$ cat config.mk
export PLATFORM = sky130hd
export DESIGN_NAME = char_lcd_decimal_number_writer
export DESIGN_NICKNAME = d
export VERILOG_FILES = /design/src/rtl/cldw_pkg.sv /design/src/rtl/char_lcd_decimal_number_writer.sv /design/src/rtl/cldw_bcd_shifter.sv
export SDC_FILE = /design/constraint.sdc
export NUM_CORES = 1
export LEC_CHECK = 0
export BUFFER_PORTS_ARGS = -buffer_cell sky130_fd_sc_hd__buf_2
export CAP_MARGIN = 10
export CORE_MARGIN = 2
export CORE_UTILIZATION = 45
export CTS_BUF_LIST = sky130_fd_sc_hd__clkbuf_8 sky130_fd_sc_hd__clkbuf_16
export CTS_CLUSTER_DIAMETER = 30
export DETAILED_ROUTE_END_ITERATION = 6
export PLACE_DENSITY = 0.7
export SLEW_MARGIN = 5
export SYNTH_ARGS = -nofsm -noshare
export SYNTH_HDL_FRONTEND = slang
export SYNTH_SLANG_ARGS = --single-unit
$ cat constraint.sdc
create_clock -name clock -period 2.54 [get_ports clock]
set_input_delay 0.127 -clock clock [delete_from_list [all_inputs] [get_ports clock]]
set_output_delay 0.127 -clock clock [all_outputs]
set_load 0.05 [all_outputs]
$ cat src/rtl/cldw_pkg.sv
`default_nettype none

package cldw_pkg;

   // Field widths of the request and response words
   localparam int ROW_W       = 2;
   localparam int COLUMN_W    = 6;
   localparam int NUMBER_W    = 16;
   localparam int DIGIT_CNT_W = 3;
   localparam int BYTE_W      = 8;

   // Number of decimal digits held and emitted at most
   localparam int MAX_DIGITS  = 5;
   localparam int BCD_W       = 4 * MAX_DIGITS;
   localparam int DIG_W       = $clog2(MAX_DIGITS + 1);
   localparam int BIT_CNT_W   = $clog2(NUMBER_W);

   // Display constants
   localparam logic [BYTE_W-1:0]  CMD_SET_CURSOR = 8'h80;
   localparam logic [BYTE_W-1:0]  ROW_TWO_OFFSET = 8'h40;
   localparam logic [BYTE_W-1:0]  ASCII_ZERO     = 8'h30;
   localparam logic [BYTE_W-1:0]  COLUMN_ADJUST  = 8'hFF;
   localparam logic [ROW_W-1:0]   ROW_FIRST      = 2'd1;

   // Shift-and-add-3 correction for a radix-10 digit
   localparam int         RADIX        = 10;
   localparam logic [3:0] DABBLE_LIMIT = 4'(RADIX / 2);
   localparam logic [3:0] DABBLE_ADD   = 4'((16 - RADIX) / 2);

   // Sequencer states
   typedef enum logic [2:0] {
      ST_IDLE,
      ST_CONVERT,
      ST_ALIGN,
      ST_CMD,
      ST_DIGITS
   } state_type;

   // Commands to the conversion shift register
   typedef struct packed {
      logic load;
      logic dabble;
      logic shift_digit;
   } bcd_ctrl_type;

endpackage

`default_nettype wire

$ cat src/rtl/char_lcd_decimal_number_writer.sv
// Sequence: an accepted request is converted bit-serially to BCD, the top digit is
//    aligned past MAX_DIGITS - n leading digits, n being the saturated digit count, then
//    the set-cursor command word goes out, then one digit word a cycle while the output is free.
// A new request is taken only after the last word of the previous one is registered.
// Reset: synchronous, active high; clears the sequencer and the output valid flag.
`default_nettype none

module char_lcd_decimal_number_writer
   import cldw_pkg::*;
(
   input  wire logic        clock,
   input  wire logic        reset,
   input  wire logic        req_tvalid,
   output logic             req_tready,
   // [1:0] row_select, [7:2] column, [23:8] number, [26:24] digit_count, [31:27] zero
   input  wire logic [31:0] req_tdata,
   output logic             rsp_tvalid,
   input  wire logic        rsp_tready,
   // [7:0] bus_byte
   output logic [7:0]       rsp_tdata,
   // [0] is_data
   output logic [0:0]       rsp_tuser,
   output logic             rsp_tlast
);

   state_type              state_ff, state_in;
   logic [BIT_CNT_W-1:0]   bit_cnt_ff, bit_cnt_in;
   logic [DIG_W-1:0]       dig_cnt_ff, dig_cnt_in;
   logic [DIG_W-1:0]       count_ff, count_in;
   logic [BYTE_W-1:0]      cmd_ff, cmd_in;
   logic                   out_valid_ff, out_valid_in;
   logic [BYTE_W-1:0]      out_byte_ff, out_byte_in;
   logic                   out_user_ff, out_user_in;
   logic                   out_last_ff, out_last_in;

   logic [ROW_W-1:0]       row_select;
   logic [COLUMN_W-1:0]    column;
   logic [NUMBER_W-1:0]    number;
   logic [DIGIT_CNT_W-1:0] digit_count;
   logic [BYTE_W-1:0]      addr;
   logic [DIG_W-1:0]       count_sat;
   logic                   in_accept;
   logic                   out_free;
   logic [3:0]             top_digit;
   bcd_ctrl_type           bcd_ctrl;

   // request word unpacking
   assign row_select  = req_tdata[1:0];
   assign column      = req_tdata[7:2];
   assign number      = req_tdata[23:8];
   assign digit_count = req_tdata[26:24];

   assign in_accept = req_tvalid && req_tready;
   assign out_free  = !out_valid_ff || rsp_tready;

   // cursor address, formed modulo 256
   always_comb begin
      addr = BYTE_W'({2'b00, column}) + COLUMN_ADJUST;
      if (row_select != ROW_FIRST) begin
         addr = addr + ROW_TWO_OFFSET;
      end
   end

   // saturate the digit count
   always_comb begin
      if (int'(digit_count) > MAX_DIGITS) begin
         count_sat = DIG_W'(MAX_DIGITS);
      end else begin
         count_sat = DIG_W'(digit_count);
      end
   end

   cldw_bcd_shifter u_bcd (
      .clock     (clock),
      .ctrl      (bcd_ctrl),
      .number    (number),
      .top_digit (top_digit)
   );

   // sequencer: convert, align top digit, then command and digit words
   always_comb begin
      state_in     = state_ff;
      bit_cnt_in   = bit_cnt_ff;
      dig_cnt_in   = dig_cnt_ff;
      count_in     = count_ff;
      cmd_in       = cmd_ff;
      out_byte_in  = out_byte_ff;
      out_user_in  = out_user_ff;
      out_last_in  = out_last_ff;
      out_valid_in = out_valid_ff && !rsp_tready;
      bcd_ctrl     = '0;
      req_tready   = 1'b0;

      unique case (state_ff)
         ST_IDLE: begin
            req_tready = 1'b1;
            if (req_tvalid) begin
               bcd_ctrl.load = 1'b1;
               bit_cnt_in    = BIT_CNT_W'(NUMBER_W - 1);
               count_in      = count_sat;
               cmd_in        = CMD_SET_CURSOR | addr;
               state_in      = ST_CONVERT;
            end
         end
         ST_CONVERT: begin
            bcd_ctrl.dabble = 1'b1;
            if (bit_cnt_ff == '0) begin
               dig_cnt_in = DIG_W'(MAX_DIGITS) - count_ff;
               state_in   = ST_ALIGN;
            end else begin
               bit_cnt_in = bit_cnt_ff - 1'b1;
            end
         end
         ST_ALIGN: begin
            if (dig_cnt_ff == '0) begin
               state_in = ST_CMD;
            end else begin
               bcd_ctrl.shift_digit = 1'b1;
               dig_cnt_in           = dig_cnt_ff - 1'b1;
            end
         end
         ST_CMD: begin
            if (out_free) begin
               out_valid_in = 1'b1;
               out_user_in  = 1'b0;
               out_byte_in  = cmd_ff;
               out_last_in  = (count_ff == '0);
               dig_cnt_in   = count_ff;
               state_in     = (count_ff == '0) ? ST_IDLE : ST_DIGITS;
            end
         end
         ST_DIGITS: begin
            if (out_free) begin
               out_valid_in         = 1'b1;
               out_user_in          = 1'b1;
               out_byte_in          = ASCII_ZERO | {4'b0000, top_digit};
               out_last_in          = (dig_cnt_ff == DIG_W'(1));
               bcd_ctrl.shift_digit = 1'b1;
               dig_cnt_in           = dig_cnt_ff - 1'b1;
               if (dig_cnt_ff == DIG_W'(1)) begin
                  state_in = ST_IDLE;
               end
            end
         end
         default: begin
            state_in = ST_IDLE;
         end
      endcase
   end

   // control registers
   always_ff @(posedge clock) begin
      if (reset) begin
         state_ff     <= ST_IDLE;
         out_valid_ff <= 1'b0;
      end else begin
         state_ff     <= state_in;
         out_valid_ff <= out_valid_in;
      end
   end

   // payload and counters
   always_ff @(posedge clock) begin
      bit_cnt_ff  <= bit_cnt_in;
      dig_cnt_ff  <= dig_cnt_in;
      count_ff    <= count_in;
      cmd_ff      <= cmd_in;
      out_byte_ff <= out_byte_in;
      out_user_ff <= out_user_in;
      out_last_ff <= out_last_in;
   end

   assign rsp_tvalid   = out_valid_ff;
   assign rsp_tdata    = out_byte_ff;
   assign rsp_tuser[0] = out_user_ff;
   assign rsp_tlast    = out_last_ff;

`ifndef SYNTHESIS
   // an accepted request starts a full-length conversion
   a_start_convert: assert property (@(posedge clock) disable iff (reset)
      in_accept |=> (state_ff == ST_CONVERT) && (bit_cnt_ff == BIT_CNT_W'(NUMBER_W - 1)))
      else $error("conversion not started after request");

   // the command word goes out from the command state only
   a_cmd_word: assert property (@(posedge clock) disable iff (reset)
      (state_ff == ST_CMD) && out_free |=> rsp_tvalid && !rsp_tuser[0])
      else $error("command word not loaded");

   // a digit word carries an ASCII decimal digit
   a_digit_ascii: assert property (@(posedge clock) disable iff (reset)
      (state_ff == ST_DIGITS) && out_free
      |=> rsp_tvalid && rsp_tuser[0] && (rsp_tdata[7:4] == 4'h3) && (rsp_tdata[3:0] <= 4'd9))
      else $error("digit word is not a decimal character");

   // no request is taken while a word of the previous one remains to be built
   a_busy: assert property (@(posedge clock) disable iff (reset)
      (state_ff == ST_DIGITS) && (dig_cnt_ff != DIG_W'(1)) |=> !req_tready)
      else $error("request accepted mid-sequence");
`endif

endmodule

`default_nettype wire

$ cat src/rtl/cldw_bcd_shifter.sv
`default_nettype none

module cldw_bcd_shifter
   import cldw_pkg::*;
(
   input  wire logic                clock,
   input  wire bcd_ctrl_type        ctrl,
   input  wire logic [NUMBER_W-1:0] number,
   output logic      [3:0]          top_digit
);

   logic [NUMBER_W-1:0] bin_ff, bin_in;
   logic [BCD_W-1:0]    bcd_ff, bcd_in;
   logic [BCD_W-1:0]    adj;

   // add-3 correction on every digit, digits are independent
   always_comb begin
      for (int d = 0; d < MAX_DIGITS; d++) begin
         if (bcd_ff[4*d +: 4] >= DABBLE_LIMIT) begin
            adj[4*d +: 4] = bcd_ff[4*d +: 4] + DABBLE_ADD;
         end else begin
            adj[4*d +: 4] = bcd_ff[4*d +: 4];
         end
      end
   end

   // one binary bit a cycle into the BCD register while dabble is set, one digit a cycle out while shift_digit is set
   always_comb begin
      bin_in = bin_ff;
      bcd_in = bcd_ff;
      if (ctrl.load) begin
         bin_in = number;
         bcd_in = '0;
      end else if (ctrl.dabble) begin
         bin_in = bin_ff << 1;
         bcd_in = BCD_W'({adj, bin_ff[NUMBER_W-1]});
      end else if (ctrl.shift_digit) begin
         bcd_in = bcd_ff << 4;
      end
   end

   always_ff @(posedge clock) begin
      bin_ff <= bin_in;
      bcd_ff <= bcd_in;
   end

   assign top_digit = bcd_ff[BCD_W-1 -: 4];

endmodule

`default_nettype wire

# Yosys cells after proc, flatten, opt, wreduce, memory -nomap -nowiden
# Cells that the tools add are included.
# classes
add_sub_neg	10
n_lt_le_gt_ge	6
n_eq_ne	14
mux	44
n_reduce_logical	19
# op_table
operator	n
$mux W20	2
$mux W3	12
$mux W16	2
$mux W4	6
$ge A4 B3 Y1 const B	5
$add A4 B2 Y4 const B	4
$mux W8	2
$ne A2 B2 Y1 const B	8
$pmux W8 S2	1
$pmux W3 S5	1
$mux W1	12
$pmux W3 S4	1
$logic_not A3 Y1	3
$pmux W4 S2	1
$reduce_bool A2 Y1	4
$add A7 B1 Y7 const B	1
$add A7 B7 Y7 const B	1
$mux W7	1
$eq A3 B1 Y1 const B	2
$eq A3 B2 Y1 const B	2
$pmux W1 S2	3
$reduce_and A3 Y1	2
$reduce_and A6 Y1	1
$reduce_and A5 Y1	1
14 further kinds	15
# totals
register_bits	67
out_inout_bits	12
elab_cells	104

# Logic depth before layout (Yosys ltp)
# logic_depth
ltp_word	6
depth_mapped	7
depth_no_buf	6

# Modules after synthesis
# From an unflattened synthesis, not the netlist that was laid out.
# hier_totals
hier_cells	344
area_unflattened_um2	3636.0
# modules_own_cells
module	n_inst	cells_each	area_each_um2	seq_area_each_um2
cldw_bcd_shifter	1	193	2006.9	880.8
char_lcd_decimal_number_writer	1	151	1629.1	890.9

# Worst setup path before layout
# Ideal clock, no wire load.
# synth_path
path_kind	flip-flop to flip-flop
startpoint	reg state_ff[1]
endpoint	reg u_bcd.bin_ff[0], enable pin
setup_ps	372
arrival_ps	1520
required_ps	2168
setup_slack_ps	649
stages_incl_launch_ff	6
cell_sequence	dfxtp_1 -> nand2b_1 -> or3_1 -> clkbuf_1 -> clkbuf_1 -> nand2_1
# synth_between
elab_chain_len	3
# synth_rtl
item	line_no	text
from (decl)	char_lcd_decimal_number_writer.sv:26	state_type state_ff, state_in;
from (signal assigned)	char_lcd_decimal_number_writer.sv:157	state_ff <= state_in;
$eq A3 B1 Y1 / $logic_not A3 Y1 (equally long branches)	char_lcd_decimal_number_writer.sv:94	unique case (state_ff)
$mux W1	char_lcd_decimal_number_writer.sv:94	
$reduce_bool A2 Y1 (no line) *	-	
to (signal assigned)	cldw_bcd_shifter.sv:43	bin_ff <= bin_in;
to (decl)	cldw_bcd_shifter.sv:12	logic [NUMBER_W-1:0] bin_ff, bin_in;
# Mark *: on every way between the ends. The rest lies on a longest branch, timed or not.
# A chain may end at the register's enable or synchronous reset.

# Worst setup path in the final report
# layout_path
startpoint	reg state_ff[0]
endpoint	reg u_bcd.bcd_ff[13]
# layout_between
elab_chain_len	3
# layout_rtl
item	line_no	text
$eq A3 B3 Y1, or another cell as far along	char_lcd_decimal_number_writer.sv:94	
$pmux W1 S2 / $mux W1 (equally long branches)	char_lcd_decimal_number_writer.sv:94	
$reduce_bool A2 Y1 (no line) / $mux W20 (equally long branches)	-	
to (signal assigned)	cldw_bcd_shifter.sv:44	bcd_ff <= bcd_in;
to (decl)	cldw_bcd_shifter.sv:13	logic [BCD_W-1:0] bcd_ff, bcd_in;
# Parallel ways exist; a longest one is shown, timed or not.

==> flow_metrics.py <==
metrics = {
    "setup_path": {
        "crit_buf_inv": 1,
        "worstSetupStartpointType": "flop",
        "max_stage_delay_ps": 640,
        "cp.required_ps": 2800,
        "crit_family": "compound AO/OA/AOI/OAI gates",
        "critPathCaptureType": "flop",
        "cp_max_fo": 38,
        "cp_slowest_cell": "dfxtp_1",
        "cp_cell_sequence": "or3b_1 -> buf_4 -> a2111oi_0 -> a221oi_1 -> a211oi_1",
        "critPathKind": "reg -> reg",
        "crit_arrival_ps": 2460,
    },
    "finish": {
        "area_growth_pct": 15.4,
        "stdcell_area_mm2": 0.00425,
        "final_nets": 475,
        "post-route-util": 0.526,
        "antenna_cells": 0,
        "fillers": 772,
        "multi_input_area_mm2": 0.00175,
        "seq_area_mm2": 0.00177,
        "drive_gt1_frac": 0.189,
    },
    "timing": {
        "max_freq_ghz": 0.454,
        "period_needed_ps": 2200,
        "fin_skew_ps": 7.93,
        "hold_viol": 0,
        "holdWs_ps": 34.1,
        "setup_viol": 0,
        "rsz0062_at_grt": "no",
        "relSlewSlack": 0.385,
        "worst_pin_slew_ps": 920,
        "slew_viol_final": 0,
        "period_share": 0.867,
        "finalSetupTns_ps": 0,
    },
    "place": {
        "place.gp.congestion": 0.785,
        "dp_hpwl_um": 4910,
        "place_area_mm2": 0.00402,
        "numPortBuffers": 42,
    },
    "clock_network": {
        "insertion_delay_ps": 340,
        "cts_max_path_buffers": 2,
        "numCtsBuffers": 9,
        "postCtsSetupBuffers": 0,
        "cts_root_buffer": "clkbuf_8",
        "clock-sinks": 67,
        "cts_resized": 0,
        "path_clk_slew_ps": 80,
        "cts_tree": "built",
        "htree_levels": 3,
    },
    "detailed_routing": {
        "initialDrtViolationCount": 136,
        "dr.pass1.iters": 4,
        "drt_wl_total_um": 7290,
        "antenna_left": 0,
        "viasPerCell": 5.25,
        "post_drt_wl_per_cell_um": 13.6,
        "vias": 2804,
        "drc": 0,
    },
    "floorplanning": {
        "start_util": 0.455,
        "chipWidth_um": 94.5,
        "die_h_um": 94.5,
        "die_area_mm2": 0.00893,
        "coreArea_mm2": 0.00809,
        "num_rows": 33,
        "io_pins": 48,
    },
    "synthesis": {
        "yosysSeqAreaShare": 0.481,
        "synth_edf_count": 43,
        "yosysUniqueCellTypes": 49,
        "synth_top_family_by_area": "compound AO/OA/AOI/OAI gates",
        "synthXorXnorAreaFrac": 0.0261,
        "async_reset_ff_frac": 0,
        "ys_warn_count": 0,
        "ys.flop_type": "edfxtp_1",
        "synth-seq-cells": 67,
        "synth_fa_ha_area_frac": 0.0509,
        "synth_cells": 380,
        "synth_compound_gate_area_share": 0.193,
        "syn_nets": 431,
        "netlist_area_mm2": 0.00368,
        "synth.area.mux_share": 0.0194,
        "synth_simple_gate_area_frac": 0.184,
        "avgSynthCellArea_um2": 9.70,
    },
    "power": {
        "cell_internal_pwr_mw": 2.03,
        "clkPwrFrac": 0.346,
        "p_sw_frac": 0.279,
        "leakagePower_nw": 1.73,
        "ir_drop_v": 0.000386,
        "cellPowerDensity_mw_per_mm2": 661,
        "pwr-share-comb": 0.168,
        "p_sw_mw": 0.784,
        "seq_power_share": 0.486,
    },
    "grt": {
        "grt_use_total": 0.175,
        "grt_pass1_wl_um": 12400,
        "grt_pass1_vias": 2705,
        "antenna_found_initial": 0,
        "grt_max_degree": 39,
        "overflow": 0,
    },
    "flow_run": {
        "max_cap_viol_count": 0,
    },
    "outcome": {
        "status": "complete, no violations",
    },
    "hold_path": {
        "worst_hold_path_type": "in -> reg",
    },
}
-- timing repair --
item,in CTS,in global routing
hold buffers,2,0
setup endpoints to repair,0,0
endpoints found under the hold margin,3,0
-- worst register-to-register path, stage by stage (launching register included) --
cell and delay (ps):
dfxtp_1 640, or3b_1 390, buf_4 260, a2111oi_0 440, a221oi_1 130, a211oi_1 260
-- per-layer routing --
| metal | track usage | vias up | share of wire |
|---|---|---|---|
| met5 | 0 | - | 0 |
| met3 | 0.0423 | 9 | 0.038 |
| met4 | 0.0713 | 0 | 0.014 |
| met2 | 0.285 | 55 | 0.47 |
| met1 | 0.223 | 1292 | 0.48 |
| li1 | - | 1448 | - |
-- state kept, by name, indices dropped and copies added, names as in the netlist --
register / count
rsp_tvalid: 1
rsp_tdata: 8
rsp_tlast: 1
cmd_ff: 7
dig_cnt_ff: 3
rsp_tuser: 1
count_ff: 3
state_ff: 3
u_bcd.bcd_ff: 20
bit_cnt_ff: 4
u_bcd.bin_ff: 16
-- synth_stat cells (4+ instances only) --
master,number,share of area
nand2_1,73,0.074
edfxtp_1,43,0.35
dfxtp_1,24,0.13
a211oi_1,21,0.043
inv_1,18,0.018
nor2_1,18,0.018
ha_1,15,0.051
o21ai_0,15,0.020
clkbuf_1,14,0.014
nand2b_1,12,0.020
nor2b_1,10,0.017
a21oi_1,9,0.012
buf_2,7,0.0095
nor3_1,7,0.0095
nor3b_1,7,0.014
o21ai_1,7,0.0095
xnor2_1,7,0.017
a21o_1,6,0.012
mux2i_1,6,0.016
a2111oi_0,4,0.0095
a2111oi_2,4,0.016
a211o_1,4,0.0095
a211oi_2,4,0.014
a221oi_1,4,0.0095
and2_0,4,0.0068
xor2_1,4,0.0095
-- power groups by stage --
stage / clock (mW) / sequential, mW / combinational [mW]
floorplan: 0 / 1.35 / 0.378
global placement: 0 / 1.39 / 0.451
detailed placement: 0 / 1.39 / 0.467
CTS: 0.989 / 1.37 / 0.474
global route: 1.04 / 1.38 / 0.541
finish: 0.974 / 1.37 / 0.471
-- cells in the final DEF (no fill, tap or decap), drive strengths merged, types with 9 or more instances in the layout --
cell type  netlist  routed
buf              8      53
nor2            18      18
clkbuf          14       9
nand2           73      73
inv             20      22
o21ai           22      22
ha              15      15
nor2b           10      10
nand2b          12      12
a211oi          25      25
a21oi           10      10
dfxtp           24      24
edfxtp          43      43
-- final timing paths --
path / start / end / slack (ps) / depth (start not counted)
setup reg to reg: state_ff[0] / u_bcd.bcd_ff[13] / 340 / 5
setup / recovery: state_ff[0] / u_bcd.bcd_ff[13] / 340 / 5
hold / removal: req_tdata[24] / count_ff[0] / 30 / 2
hold reg to reg: cmd_ff[4] / rsp_tdata[4] / 500 / 1
-- per-stage QoR --
stage | total power [mW] | std cells | setup WS (ps)
floorplan | 1.73 | 380 | 649
global placement | 1.84 | 516 | 399
detailed placement | 1.86 | 516 | 379
CTS | 2.83 | 534 | 329
global route | 2.96 | 534 | 117
finish | 2.81 | 534 | 339
-- cell type report --
class,count,share of cell area
clock inverters,7,0.0218
clock buffers,9,0.0291
multi-input cells,271,0.411
repair buffers,55,0.0735
flip-flops and latches,67,0.416
inverters,20,0.0176
well taps,105,0.0309
-- logic make-up (layout without fill, tap and decap cells) --
logic type | Yosys count | after routing
simple gates | 143 | 143
mux | 7 | 7
xor+xnor | 11 | 11
buf+inv | 42 | 91
fa+ha+maj | 15 | 15
compound gates | 95 | 95
flops | 67 | 67
(Power assumes the default switching activity.)
